`src/zorht_pkg.sv`:
```
// Shared types and constants of the z-ordered rectangle hit table.
// Used by the core and by its checker; depends on nothing.
package zorht_pkg;

  typedef enum logic [1:0] {
    OP_INSERT   = 2'd0,
    OP_REMOVE   = 2'd1,
    OP_SET_RECT = 2'd2,
    OP_QUERY    = 2'd3
  } op_t;

  typedef enum logic [1:0] {
    ST_OK     = 2'd0,
    ST_FULL   = 2'd1,
    ST_UNUSED = 2'd2
  } status_t;

  localparam int SLOT_W      = 4;
  localparam int COUNT_W     = 5;
  localparam int RECT_DIM_W  = 15;
  localparam int IN_TUSER_W  = 2;
  localparam int OUT_TDATA_W = 16;
  localparam int OUT_TUSER_W = 3;

endpackage

```
`src/zorht_ram.sv`:
```
// Generic single-clock RAM with one write port and one registered read port.
// Standalone; instantiated by the hit table core.
module zorht_ram #(
  parameter int WIDTH = 8,
  parameter int DEPTH = 16,
  localparam int AW = (DEPTH > 1) ? $clog2(DEPTH) : 1
) (
  input  logic             clk,
  input  logic             we,
  input  logic [AW-1:0]    waddr,
  input  logic [WIDTH-1:0] wdata,
  input  logic [AW-1:0]    raddr,
  output logic [WIDTH-1:0] rdata
);

  logic [WIDTH-1:0] mem [DEPTH];

  always_ff @(posedge clk) begin
    if (we) begin
      mem[waddr] <= wdata;
    end
    rdata <= mem[raddr];
  end

endmodule

```
`src/z_ordered_rectangle_hit_table_core.sv`:
```
// Channel  Dir  Handshake              Payload
// in_      in   in_tvalid / in_tready  tuser: operation; tdata: slot, rectangle, point
// out_     out  out_tvalid / out_tready tuser: status, hit; tdata: result_slot, region_count
//
// Query, insert and remove make one pass over the rank and rectangle memories at one
// entry per cycle; set rectangle and any rejected item skip that pass.
// Reset is synchronous and active low and needs no clearing pass.
// A waiting result sits in the output register while the next item is accepted.
// Depends on zorht_pkg and zorht_ram.
module z_ordered_rectangle_hit_table_core #(
  parameter int MAX_REGIONS = 16,
  parameter int COORD_BITS  = 16,
  localparam int IN_BITS    = 4 + 2 * zorht_pkg::RECT_DIM_W + 4 * COORD_BITS,
  localparam int IN_TDATA_W = ((IN_BITS + 7) / 8) * 8
) (
  input  logic                                clk,
  input  logic                                rst_n,
  input  logic                                in_tvalid,
  output logic                                in_tready,
  // Fields from bit 0: slot, rect_left, rect_top, rect_width, rect_height,
  // point_x, point_y, zero fill.
  input  logic [IN_TDATA_W-1:0]               in_tdata,
  // Fields from bit 0: operation.
  input  logic [zorht_pkg::IN_TUSER_W-1:0]    in_tuser,
  output logic                                out_tvalid,
  input  logic                                out_tready,
  // Fields from bit 0: result_slot, region_count, zero fill.
  output logic [zorht_pkg::OUT_TDATA_W-1:0]   out_tdata,
  // Fields from bit 0: status, hit.
  output logic [zorht_pkg::OUT_TUSER_W-1:0]   out_tuser
);

  localparam int IDX_W = $clog2(MAX_REGIONS);
  localparam int CNT_W = $clog2(MAX_REGIONS + 1);
  localparam int DIM_W = zorht_pkg::RECT_DIM_W;
  localparam int REC_W = 2 * COORD_BITS + 2 * DIM_W;
  localparam int DW    = ((COORD_BITS + 1 > DIM_W + 1) ? COORD_BITS + 1 : DIM_W + 1) + 1;
  localparam int OFS_LEFT = zorht_pkg::SLOT_W;
  localparam int OFS_TOP  = OFS_LEFT + COORD_BITS;
  localparam int OFS_W    = OFS_TOP + COORD_BITS;
  localparam int OFS_H    = OFS_W + DIM_W;
  localparam int OFS_X    = OFS_H + DIM_W;
  localparam int OFS_Y    = OFS_X + COORD_BITS;

  typedef enum logic [2:0] {
    S_IDLE,
    S_EXEC,
    S_REM_RANK,
    S_SWEEP,
    S_TAIL,
    S_INS_WR,
    S_FINISH
  } state_t;

  state_t                          state_r, state_nxt;
  zorht_pkg::op_t                  op_r, op_nxt;
  logic [zorht_pkg::SLOT_W-1:0]    slot_r, slot_nxt;
  logic signed [COORD_BITS-1:0]    left_r, left_nxt, top_r, top_nxt;
  logic [DIM_W-1:0]                wid_r, wid_nxt, hgt_r, hgt_nxt;
  logic signed [COORD_BITS-1:0]    px_r, px_nxt, py_r, py_nxt;
  logic [MAX_REGIONS-1:0]          in_use_r, in_use_nxt;
  logic [CNT_W-1:0]                count_r, count_nxt;
  logic [IDX_W-1:0]                rd_idx_r, rd_idx_nxt;
  logic                            p_vld_r, p_vld_nxt;
  logic [IDX_W-1:0]                p_idx_r, p_idx_nxt;
  logic [IDX_W-1:0]                gone_r, gone_nxt;
  logic                            free_vld_r, free_vld_nxt;
  logic [IDX_W-1:0]                free_idx_r, free_idx_nxt;
  logic                            hit_r, hit_nxt;
  logic [IDX_W-1:0]                best_r, best_nxt;
  logic [IDX_W-1:0]                best_slot_r, best_slot_nxt;
  zorht_pkg::status_t              res_status_r, res_status_nxt;
  logic                            out_vld_r, out_vld_nxt;
  zorht_pkg::status_t              out_status_r, out_status_nxt;
  logic                            out_hit_r, out_hit_nxt;
  logic [IDX_W-1:0]                out_slot_r, out_slot_nxt;
  logic [CNT_W-1:0]                out_count_r, out_count_nxt;

  logic                            rank_we, rect_we;
  logic [IDX_W-1:0]                rank_waddr, rank_raddr, rect_waddr;
  logic [IDX_W-1:0]                rank_wdata, rank_rdata;
  logic [REC_W-1:0]                rect_wdata, rect_rdata;

  logic [IDX_W-1:0]                slot_idx;
  logic                            slot_ok;
  logic signed [COORD_BITS-1:0]    r_left, r_top;
  logic [DIM_W-1:0]                r_wid, r_hgt;
  logic signed [DW-1:0]            dx, dy, wx, hy;
  logic                            holds, p_used;

  zorht_ram #(.WIDTH(IDX_W), .DEPTH(MAX_REGIONS)) u_rank_ram (
    .clk   (clk),
    .we    (rank_we),
    .waddr (rank_waddr),
    .wdata (rank_wdata),
    .raddr (rank_raddr),
    .rdata (rank_rdata)
  );

  zorht_ram #(.WIDTH(REC_W), .DEPTH(MAX_REGIONS)) u_rect_ram (
    .clk   (clk),
    .we    (rect_we),
    .waddr (rect_waddr),
    .wdata (rect_wdata),
    .raddr (rd_idx_r),
    .rdata (rect_rdata)
  );

  assign slot_idx = IDX_W'(slot_r);
  assign slot_ok  = (32'(slot_r) < MAX_REGIONS) && in_use_r[slot_idx];

  assign r_left = rect_rdata[COORD_BITS-1:0];
  assign r_top  = rect_rdata[2*COORD_BITS-1:COORD_BITS];
  assign r_wid  = rect_rdata[2*COORD_BITS+DIM_W-1:2*COORD_BITS];
  assign r_hgt  = rect_rdata[REC_W-1:2*COORD_BITS+DIM_W];

  assign dx     = DW'(px_r) - DW'(r_left);
  assign dy     = DW'(py_r) - DW'(r_top);
  assign wx     = $signed(DW'(r_wid));
  assign hy     = $signed(DW'(r_hgt));
  assign holds  = !dx[DW-1] && (dx < wx) && !dy[DW-1] && (dy < hy);
  assign p_used = in_use_r[p_idx_r];

  assign rect_wdata = {hgt_r, wid_r, top_r, left_r};

  always_comb begin
    state_nxt      = state_r;
    op_nxt         = op_r;
    slot_nxt       = slot_r;
    left_nxt       = left_r;
    top_nxt        = top_r;
    wid_nxt        = wid_r;
    hgt_nxt        = hgt_r;
    px_nxt         = px_r;
    py_nxt         = py_r;
    in_use_nxt     = in_use_r;
    count_nxt      = count_r;
    rd_idx_nxt     = rd_idx_r;
    p_vld_nxt      = 1'b0;
    p_idx_nxt      = p_idx_r;
    gone_nxt       = gone_r;
    free_vld_nxt   = free_vld_r;
    free_idx_nxt   = free_idx_r;
    hit_nxt        = hit_r;
    best_nxt       = best_r;
    best_slot_nxt  = best_slot_r;
    res_status_nxt = res_status_r;
    out_vld_nxt    = out_vld_r && !out_tready;
    out_status_nxt = out_status_r;
    out_hit_nxt    = out_hit_r;
    out_slot_nxt   = out_slot_r;
    out_count_nxt  = out_count_r;
    rank_we        = 1'b0;
    rank_waddr     = p_idx_r;
    rank_wdata     = rank_rdata;
    rank_raddr     = rd_idx_r;
    rect_we        = 1'b0;
    rect_waddr     = slot_idx;

    if (p_vld_r) begin
      case (op_r)
        zorht_pkg::OP_INSERT: begin
          if (p_used) begin
            rank_we    = 1'b1;
            rank_wdata = rank_rdata + IDX_W'(1);
          end else if (!free_vld_r) begin
            free_vld_nxt = 1'b1;
            free_idx_nxt = p_idx_r;
          end
        end
        zorht_pkg::OP_REMOVE: begin
          if (p_used && (rank_rdata > gone_r)) begin
            rank_we    = 1'b1;
            rank_wdata = rank_rdata - IDX_W'(1);
          end
        end
        zorht_pkg::OP_QUERY: begin
          if (p_used && holds && (!hit_r || (rank_rdata < best_r))) begin
            hit_nxt       = 1'b1;
            best_nxt      = rank_rdata;
            best_slot_nxt = p_idx_r;
          end
        end
        default: begin
        end
      endcase
    end

    case (state_r)
      S_IDLE: begin
        if (in_tvalid) begin
          op_nxt    = zorht_pkg::op_t'(in_tuser[1:0]);
          slot_nxt  = in_tdata[zorht_pkg::SLOT_W-1:0];
          left_nxt  = in_tdata[OFS_LEFT +: COORD_BITS];
          top_nxt   = in_tdata[OFS_TOP +: COORD_BITS];
          wid_nxt   = in_tdata[OFS_W +: DIM_W];
          hgt_nxt   = in_tdata[OFS_H +: DIM_W];
          px_nxt    = in_tdata[OFS_X +: COORD_BITS];
          py_nxt    = in_tdata[OFS_Y +: COORD_BITS];
          state_nxt = S_EXEC;
        end
      end
      S_EXEC: begin
        hit_nxt        = 1'b0;
        best_nxt       = '0;
        best_slot_nxt  = '0;
        free_vld_nxt   = 1'b0;
        res_status_nxt = zorht_pkg::ST_OK;
        rd_idx_nxt     = '0;
        case (op_r)
          zorht_pkg::OP_INSERT: begin
            if (count_r == CNT_W'(MAX_REGIONS)) begin
              res_status_nxt = zorht_pkg::ST_FULL;
              state_nxt      = S_FINISH;
            end else begin
              state_nxt = S_SWEEP;
            end
          end
          zorht_pkg::OP_REMOVE: begin
            if (!slot_ok) begin
              res_status_nxt = zorht_pkg::ST_UNUSED;
              state_nxt      = S_FINISH;
            end else begin
              rank_raddr = slot_idx;
              state_nxt  = S_REM_RANK;
            end
          end
          zorht_pkg::OP_SET_RECT: begin
            if (!slot_ok) begin
              res_status_nxt = zorht_pkg::ST_UNUSED;
            end else begin
              rect_we = 1'b1;
            end
            state_nxt = S_FINISH;
          end
          default: begin
            state_nxt = S_SWEEP;
          end
        endcase
      end
      S_REM_RANK: begin
        gone_nxt             = rank_rdata;
        in_use_nxt[slot_idx] = 1'b0;
        count_nxt            = count_r - CNT_W'(1);
        state_nxt            = S_SWEEP;
      end
      S_SWEEP: begin
        p_vld_nxt = 1'b1;
        p_idx_nxt = rd_idx_r;
        if (rd_idx_r == IDX_W'(MAX_REGIONS - 1)) begin
          state_nxt = S_TAIL;
        end else begin
          rd_idx_nxt = rd_idx_r + IDX_W'(1);
        end
      end
      S_TAIL: begin
        state_nxt = (op_r == zorht_pkg::OP_INSERT) ? S_INS_WR : S_FINISH;
      end
      S_INS_WR: begin
        rank_we                = 1'b1;
        rank_waddr             = free_idx_r;
        rank_wdata             = '0;
        rect_we                = 1'b1;
        rect_waddr             = free_idx_r;
        in_use_nxt[free_idx_r] = 1'b1;
        count_nxt              = count_r + CNT_W'(1);
        best_slot_nxt          = free_idx_r;
        state_nxt              = S_FINISH;
      end
      S_FINISH: begin
        if (!out_vld_r || out_tready) begin
          out_vld_nxt    = 1'b1;
          out_status_nxt = res_status_r;
          out_hit_nxt    = hit_r;
          out_slot_nxt   = best_slot_r;
          out_count_nxt  = count_r;
          state_nxt      = S_IDLE;
        end
      end
      default: begin
        state_nxt = S_IDLE;
      end
    endcase
  end

  always_ff @(posedge clk) begin
    if (!rst_n) begin
      state_r   <= S_IDLE;
      in_use_r  <= '0;
      count_r   <= '0;
      rd_idx_r  <= '0;
      p_vld_r   <= 1'b0;
      out_vld_r <= 1'b0;
    end else begin
      state_r   <= state_nxt;
      in_use_r  <= in_use_nxt;
      count_r   <= count_nxt;
      rd_idx_r  <= rd_idx_nxt;
      p_vld_r   <= p_vld_nxt;
      out_vld_r <= out_vld_nxt;
    end
    op_r         <= op_nxt;
    slot_r       <= slot_nxt;
    left_r       <= left_nxt;
    top_r        <= top_nxt;
    wid_r        <= wid_nxt;
    hgt_r        <= hgt_nxt;
    px_r         <= px_nxt;
    py_r         <= py_nxt;
    p_idx_r      <= p_idx_nxt;
    gone_r       <= gone_nxt;
    free_vld_r   <= free_vld_nxt;
    free_idx_r   <= free_idx_nxt;
    hit_r        <= hit_nxt;
    best_r       <= best_nxt;
    best_slot_r  <= best_slot_nxt;
    res_status_r <= res_status_nxt;
    out_status_r <= out_status_nxt;
    out_hit_r    <= out_hit_nxt;
    out_slot_r   <= out_slot_nxt;
    out_count_r  <= out_count_nxt;
  end

  assign in_tready  = (state_r == S_IDLE);
  assign out_tvalid = out_vld_r;
  assign out_tuser  = {out_hit_r, out_status_r};
  assign out_tdata  = {{(zorht_pkg::OUT_TDATA_W - zorht_pkg::COUNT_W
                         - zorht_pkg::SLOT_W){1'b0}},
                       zorht_pkg::COUNT_W'(out_count_r),
                       zorht_pkg::SLOT_W'(out_slot_r)};

endmodule

```
`config.mk`:
```
export PLATFORM = sky130hd
export DESIGN_NAME = z_ordered_rectangle_hit_table_core
export DESIGN_NICKNAME = d
export VERILOG_FILES = /design/src/zorht_pkg.sv /design/src/zorht_ram.sv /design/src/z_ordered_rectangle_hit_table_core.sv
export SDC_FILE = /design/constraint.sdc
export NUM_CORES = 1
export LEC_CHECK = 0
export BUFFER_PORTS_ARGS = -buffer_cell sky130_fd_sc_hd__buf_4
export CAP_MARGIN = 10
export CORE_MARGIN = 4
export CORE_UTILIZATION = 62
export CTS_CLUSTER_SIZE = 40
export DETAILED_ROUTE_END_ITERATION = 7
export PLACE_DENSITY = 0.76
export SLEW_MARGIN = 20
export SYNTH_ARGS = -nofsm -noshare
export SYNTH_HDL_FRONTEND = slang
export SYNTH_SLANG_ARGS = --single-unit
```
`constraint.sdc`:
```
create_clock -name clk -period 6.6 [get_ports clk]
set_input_delay 0.33 -clock clk [delete_from_list [all_inputs] [get_ports clk]]
set_output_delay 0.33 -clock clk [all_outputs]
set_load 0.02 [all_outputs]
```
==> results.md, run 1 <==
- The run finished with clean final reports.
- The final route contains 25.2k vias.
- Per report_power, the sequential group accounts for 51.2% of the total.
- The placer congestion estimate is 0.856.
- The number of warnings reported in the yosys synthesis log is 0.
- Leaving out fill and tap cells, the most frequent cells in the layout are sky130_fd_sc_hd__edfxtp_1 (1186), sky130_fd_sc_hd__mux4_2 (317), sky130_fd_sc_hd__buf_4 (146).
- The wire-length estimate of the detail-placed layout is 60.1 mm.
- Of all nets on the critical path, the largest fanout is 6.
- The number of max-cap violations is 0.
- Of the available clock period, the critical path in the final layout requires 82.8%.
- The path category of the worst min-delay check is primary input to flip-flop.
- Leaving out fill and tap cells, the most frequent cell in the layout is sky130_fd_sc_hd__edfxtp_1.
- The worst endpoint required time is 7020 ps.
- The number of cells traversed by the worst hold path is 2.
- Per report_power, the clock group accounts for 36.9% of the total.
- Summed over all cells, the static leakage comes to 19.2 nW.
- In this run the remaining antenna-violating nets after routing total 0.
- The number of I/O pins is 131.
- The worst min-delay path endpoint is op_r[0].
- The clock transition at the registers of the reported paths is 60 ps.
- The design draws 20.0 mW.
- The beginning of the worst register-to-register path is px_r[0].
- The flip-flop and latch area is 37700 sq um.
- Of the cells placed in the final design, the portion with a size suffix greater than 1 is 25.0%.
- For this run the aggregate overflow at the end of global routing stands at 0.
- The site row count is 103.
- The library cell occupying the most area in the post-synthesis netlist is sky130_fd_sc_hd__edfxtp_1.
- The max-slew violation count was 0.
- Summed over all nets, the switching power comes to 5.00 mW.
- The number of nets in the layout is 2909.
- The clock period could shrink to 5470 ps.
- Clock latency on the worst-skew pair, taken at its later pin, is 730 ps.
- The number of global-route vias before repair is 26.0k.
- The instance area after placement is 52400 sq um.
- Across all register-to-register paths, the minimum setup slack is 1130 ps.
- Static timing analysis puts the maximum clock frequency at 183 MHz.
- With fillers left out, the area of the finished cells amounts to 57800 sq um.
- The floorplan die height is 292 microns.
- Dividing total power by cell area gives a power density of 346 nW/um^2.
- The width of the chip is 292 microns.
- Once the floorplan was initialized, standard cells occupied 63.0% of the core.
- The internal power of the cells totals 15.0 mW.
- For this run, asynchronously set or reset flops after synthesis account for 0%.
- For this block, the routed nets add up to 115 mm of wire.
- The worst hold-check slack is 118 ps.
- After synthesis, the cell types taking the most area are sky130_fd_sc_hd__edfxtp_1 (71%), sky130_fd_sc_hd__mux4_2 (14%), sky130_fd_sc_hd__dfxtp_1 (4.1%).
- For the pin with the worst max-slew slack, the measured transition is 1090 ps.
- The mapped netlist covers 50100 sq um.
- The core region is 79500 sq um.
- In this design, the stage delay of the slowest critical-path cell is 680 ps.
- Setup repair after global routing left no endpoint under its margin.
- The type of the worst setup path is flip-flop to flip-flop.
- The H-tree level count is 4.
- The detailed router finished its first iteration with 3131 violations.
- The initial antenna violation count came to 4.
- The data arrival at the endpoint of the critical path is 5890 ps.
- The detailed-route wire length per cell is 29.7 microns.
- In the global route stage, overall resource usage came out at 27.4%.
- The relative area change from synthesis to final layout is 15.5%.
- The startpoint class of the critical path is a flip-flop.
- The number of placed instances, taps included, is 3533.
- The fraction of post-synthesis cell area in the top cell type by area is 71.1%.
- Traced cell by cell, the critical path runs through inv_1 > ha_1 > fa_1 > nand2b_1 > a21boi_0 > o21ai_0 > a311oi_1 > o21ai_0 > a21oi_1 > a21o_1 > a21oi_1 > xnor2_1 > ha_1 > nand2_1 > nor2_1 > a221oi_1 > o21ai_0 > a21oi_1 > nand4_1 > nor3_2 > or2_2.
- The commonest register cell after synthesis is sky130_fd_sc_hd__edfxtp_1.
- The worst register-to-register path ends at best_slot_r[1].
- The slowest cell on the critical path is sky130_fd_sc_hd__nor3_2.
- The count of buffers added by post-CTS timing repair for setup is 0.
- The multi-input combinational cells in the finished layout cover a total of 11800 sq um.
- In this run, synthesis produced a sequential element count of 1288.
- Of the total power, the share spent switching nets is 25.0%.
- Setup violations remaining at the end of the flow were counted as 0.
- TritonCTS created 130 clock buffers.
- In this run, synthesis inferred 1186 flip-flops with an integrated enable.
- Counting distinct cell types in the post-synthesis netlist gives 65.
- The clock arrives with 24.3 ps of skew.
- Before antenna repair, the detailed router went through 6 iterations.
- The via-per-instance ratio is 6.50.
- Summing the sequential cell areas from Yosys gives 75.2% of the chip area.
- The average instance in the mapped netlist occupies 20.6 sq um.
- The final hold violation count is 0.
- The layout has 4412 filler cells.
- The post-synthesis cell count is 2425.
- The peak supply drop is 267 uV.
- Combinational cells account for 11.9% of the total power.
- Measured in cells, the most critical reg-to-reg path has a length of 21.
- The longest clock path from root to sink contains 3 buffers.
- The worst setup path is captured at a flip-flop.
- The non-filler instance count after layout is 3877.
- The worst hold path begins at in_tvalid.
- The count of buffers added on input and output ports is 117.
- The wire length of the first global-routing pass is 171 mm.
- Adding up every negative setup slack in the final design gives 0 ps.
- The detailed-route DRC error count is 0.
- The clock sink count is 1288.
- Clock tree synthesis selected as its root buffer the cell sky130_fd_sc_hd__clkbuf_16.
- The die covers 85400 sq um.
- Entering global routing, the biggest net connects 159 pins.
- Measured against its own limit, the worst slew margin works out to 27.4%.
- TritonCTS built the clock tree.
synth_stat cells, drive strengths merged (5+ instances only):
library cell / instances
xnor2: 21
ha: 77
o21a: 10
a31oi: 9
mux4: 317
and2: 10
nor2b: 20
nor2: 75
nor3: 15
a21boi: 22
o21ai: 48
inv: 94
a21o: 17
buf: 37
dfxtp: 102
a211oi: 5
nand4: 10
nand2b: 10
mux2i: 72
edfxtp: 1186
xor2: 7
nand2: 74
clkbuf: 67
a21oi: 50
nand3: 14
critical path: cells and delay by family, from the launching register on:
family                   cells  cell delay [ps]
adder cells (fa/ha/maj)      3              920
AO/OA/AOI/OAI               10             2140
flip-flops                   1              320
XOR/XNOR                     1              300
buffers and inverters        1               40
AND/OR/NAND/NOR              6             1430
cells by family (layout without fill, tap and decap cells):
| logic type | count (synthesis) | in the layout | share of synthesized area (%) |
|---|---|---|---|
| and+or+nand+nor | 245 | 245 | 2.31 |
| buffers and inverters | 198 | 593 | 1.63 |
| other | 1 | 8 | 0.00749 |
| xor gates and xnor gates | 28 | 28 | 0.490 |
| AOI/OAI and AO/OA | 194 | 194 | 2.50 |
| adders and majority gates | 80 | 80 | 2.04 |
| DFF | 1288 | 1288 | 75.2 |
| muxes | 391 | 391 | 15.8 |
power groups by stage:
stage	clock network (mW)	registers (mW)	logic, mW
floorplan	0	10.2	1.68
global placement	0	10.4	2.18
detailed placement	0	10.4	2.26
CTS	7.46	10.3	2.33
global route	7.84	10.3	2.58
finish	7.39	10.3	2.38
per-layer routing:
layer / global-route usage (%) / share of wire [%] / wire length (microns) / up-vias
li1: - / - / - / 10400
met1: 38.1 / 38 / 44300 / 13200
met2: 46.1 / 52 / 59400 / 1340
met3: 4.05 / 7.3 / 8390 / 218
met4: 8.12 / 2.6 / 3020 / 0
met5: 0 / 0 / 0 / -
repair_timing:
action                                 CTS  global route
setup endpoints to repair                0             0
resized for setup                        0             0
endpoints found under the hold margin  129             0
hold buffers                           103             0
area by class of cell:
type | count | area share (%)
multi-input cells | 945 | 20.4
inverters | 94 | 0.610
well taps | 1050 | 2.27
diodes | 1 | 0.00433
flip-flops and latches | 1288 | 65.2
clock inverters | 81 | 1.53
repair buffers | 260 | 4.07
clock buffers | 158 | 5.98
state kept, by name (all words and copies together) (netlist names), 15 cells and up:
name / flops
in_use_r: 16
wid_r: 15
hgt_r: 15
u_rect_ram.mem: 992
py_r: 16
px_r: 16
u_rect_ram.rdata: 62
u_rank_ram.mem: 64
left_r: 16
top_r: 16
metrics by stage:
step | setup slack [ps] | utilization (%)
2_1_floorplan | 1620 | -
3_3_place_gp | 1370 | 65.9
3_5_place_dp | 1180 | 65.9
4_1_cts | 1170 | 72.6
5_1_grt | 736 | 72.7
6_report | 1130 | 72.7
worst max-delay path by stage:
stage / startpoint / slack [ps] / end / cells past startpoint
2_1_floorplan: state_r[1] / 1620 / u_rect_ram.mem[11][0] / 9
3_3_place_gp: px_r[0] / 1370 / best_slot_r[0] / 21
3_5_place_dp: px_r[0] / 1180 / best_slot_r[0] / 21
4_1_cts: px_r[0] / 1170 / best_slot_r[3] / 21
5_1_grt: px_r[0] / 740 / best_slot_r[3] / 21
6_report: px_r[0] / 1130 / best_slot_r[1] / 21
No activity file was read; power rests on OpenSTA's default activity.
==> inputs of run 2 (changes only) <==
- CORE_UTILIZATION: 62 -> 56
- PLACE_DENSITY: 0.76 -> 0.73
- clock period: 6.6 -> 4.6 ns (I/O delays scaled with it)
==> results.md, run 2 (synthesized netlist as in run 1, its figures left out) <==
- The maximum clock path buffer count is 3 (unchanged).
- The worst-case setup margin in the final layout is 293 ps (-839 ps).
- The clock sink count was 1288 (unchanged).
- The worst clock skew is 26.0 ps (+1.65 ps).
- The global route total overflow is 0 (unchanged).
- The site row count was 109 (+5.8%).
- The half-perimeter wire length after detailed placement is 64.8 mm (+7.7%).
- The maximum number of pins on one net before global-route repair is 59 (-63%).
- The most common cell after layout, fill and taps aside is sky130_fd_sc_hd__edfxtp_1.
- The number of filler cells placed in the layout is 5607 (+27%).
- The worst endpoint required time is 5030 ps (-1990 ps).
- The wire length of the first global-routing pass is 173 mm (+0.75%).
- The largest fanout of any net on the critical path came to 4 (-2).
- The total non-filler cell area in the finished layout is 58200 sq um (+0.72%).
- The number of port buffers is 117 (unchanged).
- The area of the placeable core is 88500 sq um (+11%).
- The instance area after placement was 52900 sq um (+0.91%).
- The worst-skew pair later-pin latency is 730 ps (about the same).
- The iteration count of the initial detailed-routing pass was 6 (unchanged).
- The peak supply drop is 478 uV (+79%).
- The H-tree level count was 4 (unchanged).
- The detailed-route DRC error count was 0 (unchanged).
- The detailed-route wire length per cell is 28.8 microns (-3.1%).
- The number of flip-flops under the largest register name was 992 (unchanged).
- The post-placement worst setup slack is -28.2 ps (-1210 ps).
- The flow ran to the end, and the final reports show no timing, DRC or antenna violations.
- The power density relative to cell area is 492 nW/um^2 (+42%).
- The library cells used most frequently in the layout, excluding fill and tap cells, are sky130_fd_sc_hd__edfxtp_1 (1186), sky130_fd_sc_hd__mux4_2 (317), sky130_fd_sc_hd__buf_4 (168).
- The number of setup violations in the final report came to 0 (unchanged).
- The final hold violation count is 0 (unchanged).
- The number of nets with antenna violations after detailed routing came to 0 (unchanged).
- The total vias in the final route is 25.1k (-0.42%).
- The combined area of the multi-input logic cells was 11800 sq um (+0.18%).
- The clock period minus worst slack was 4310 ps (-1160 ps).
- The starting utilization of the core area is 56.6% (-6.4 points).
- The total leakage power came to 19.3 nW (+0.84%).
- The number of CTS-inserted buffers is 133 (+2.3%).
- The largest register by flop count is u_rect_ram.mem.
- The path category of the worst min-delay check is primary input to flip-flop.
- The clock root buffer master is sky130_fd_sc_hd__clkbuf_16.
- The logic depth of the worst register-to-register path is 22 (+4.8%).
- The share of the clock period used by the worst path after layout is 93.6% (+11 points).
- The relative area change from synthesis to final layout is 16.3%.
- The worst register-to-register path begins at py_r[0].
- The slew at the pin closest to its max-slew limit is 958 ps (-129 ps).
- The kind of end point of the critical path is a flip-flop.
- The number of nets in the layout is 2943 (+1.2%).
- The worst setup path is launched from a flip-flop.
- The max-slew violation count is 0 (unchanged).
- The clock transition at the registers of the reported paths is 60 ps (about the same).
- The initial antenna violation count was 8 (+4).
- The number of global-route vias before repair came to 25.8k (-1.0%).
- The global-route total usage across every layer is 25.2% (-2.2 points).
- The type of the worst setup path is flip-flop to flip-flop.
- In this run the critical register-to-register path is captured at best_slot_r[0].
- The data arrival at the endpoint of the critical path was 4730 ps (-1160 ps).
- The maximum clock frequency is 232 MHz (+27%).
- The placer congestion estimate is 0.876 (+2.3%).
- The flip-flop and latch area is 37700 sq um (unchanged).
- The die area is 94200 sq um (+10%).
- The layout cell share with drive strength beyond 1 came to 25.6% (+0.62 points).
- The via-per-instance ratio was 6.23 (-4.2%).
- The critical path ends at best_slot_r[0].
- The number of max-cap violations is 0 (unchanged).
- In the final layout, the registers with the most flip-flops are u_rect_ram.mem (992), u_rank_ram.mem (64), u_rect_ram.rdata (62).
- The CTS tree is built.
- The number of I/O pins is 131 (unchanged).
- The floorplan die height is 307 microns (+5.1%).
- The relative max-transition margin is 36.2% (+8.8 points).
- The launch point of the critical path is py_r[0].
- The violation count after the first detailed-route iteration is 3052 (-2.5%).
- The final routed wirelength across all metal layers is 116 mm (+0.71%).
- The width of the chip was 307 microns (+5.1%).
- The worst reg-to-reg setup slack is 290 ps (-840 ps).
==> run 2: cell types whose count changed in the layout (fill, tap and decap cells not counted), moves of 3 or more <==
cell / before / now
sky130_fd_sc_hd__buf_4: 146 / 168
sky130_fd_sc_hd__clkbuf_1: 18 / 38
sky130_fd_sc_hd__buf_12: 10 / 19
sky130_fd_sc_hd__clkbuf_16: 130 / 137
sky130_fd_sc_hd__clkinv_1: 28 / 22
sky130_fd_sc_hd__clkinv_8: 8 / 2
sky130_fd_sc_hd__clkinv_2: 18 / 13
sky130_fd_sc_hd__clkinvlp_4: 6 / 1
sky130_fd_sc_hd__diode_2: 1 / 6
sky130_fd_sc_hd__bufinv_16: 12 / 8
sky130_fd_sc_hd__o21ai_0: 48 / 44
sky130_fd_sc_hd__inv_6: 2 / 5
sky130_fd_sc_hd__o21ai_1: 0 / 3
==> run 2: layer usage <==
metal  GRT usage, %  up-vias  wire length [microns]
li1               -    10500                      -
met1           35.2    13200                  45800
met2           41.7     1189                  58400
met3           4.53      197                   8820
met4           6.90        2                   2840
met5              0        -                     11
==> run 2: where the power goes <==
group	total (mW)	switching [mW]	internal (mW)
sequential	14.7	0.792	13.9
clock	10.5	4.36	6.11
combinational	3.42	1.87	1.55
==> run 2: layout make-up <==
cell class                 count  share of cell area, %
sequential                  1288                   64.7
multi-input combinational    945                   20.3
clock buffer                 185                   6.37
timing repair buffer         291                   4.61
tap                         1165                   2.50
clock inverter                56                  0.933
inverter                      94                  0.606
antenna                        6                 0.0258
==> run 2: worst max-delay path, stage by stage, from the launching register on <==
cell	delay [ps]
sky130_fd_sc_hd__edfxtp_1	330
sky130_fd_sc_hd__inv_1	50
sky130_fd_sc_hd__ha_1	210
sky130_fd_sc_hd__fa_2	350
sky130_fd_sc_hd__nor2b_1	110
sky130_fd_sc_hd__o21ai_0	90
sky130_fd_sc_hd__nand2b_1	160
sky130_fd_sc_hd__a31oi_4	130
sky130_fd_sc_hd__o311a_1	350
sky130_fd_sc_hd__o21ai_2	180
sky130_fd_sc_hd__a21o_1	130
sky130_fd_sc_hd__a21oi_1	70
sky130_fd_sc_hd__xnor2_1	260
sky130_fd_sc_hd__ha_1	300
sky130_fd_sc_hd__nand2_1	70
sky130_fd_sc_hd__nor2_1	70
sky130_fd_sc_hd__a221oi_2	250
sky130_fd_sc_hd__o21ai_1	110
sky130_fd_sc_hd__a21oi_1	160
sky130_fd_sc_hd__nand4_1	140
sky130_fd_sc_hd__nor3_2	140
sky130_fd_sc_hd__buf_4	170
sky130_fd_sc_hd__or2_2	160
==> run 2: repair_timing <==
item | in CTS | in global routing
endpoints found under the setup margin | 8 | 9
buffers inserted | 0 | 1
pin swaps | 0 | 9
hold buffers | 103 | 0
endpoints found under the hold margin | 130 | 0
resized for setup | 1 | 15
==> run 2: worst min path at each step <==
| stage | start | endpoint | slack (ps) | cells past startpoint |
|---|---|---|---|---|
| 4_1_cts | in_tvalid | state_r[2] | 30 | 5 |
| 6_report | in_tvalid | state_r[2] | 110 | 5 |
| 5_1_grt | in_tvalid | state_r[2] | 110 | 5 |
| 2_1_floorplan | in_tdata[51] | hgt_r[0] | 330 | 0 |
| 3_5_place_dp | in_tdata[24] | top_r[4] | 410 | 1 |
| 3_3_place_gp | res_status_r[0] | out_status_r[0] | 410 | 0 |
==> run 2: stage by stage <==
step           utilization (%)  power (mW)  std cells  hold WS, ps  setup TNS (ps)
5_1_grt                   65.8        29.7       4025          109           -11.0
3_5_place_dp              59.7        18.3       3679          409            -142
2_1_floorplan                -        17.0       2431          329         -353190
4_1_cts                   65.7        28.7       4023         27.7               0
3_3_place_gp              59.7        18.1       3679          408               0
6_report                  65.8        28.6       4030          107               0
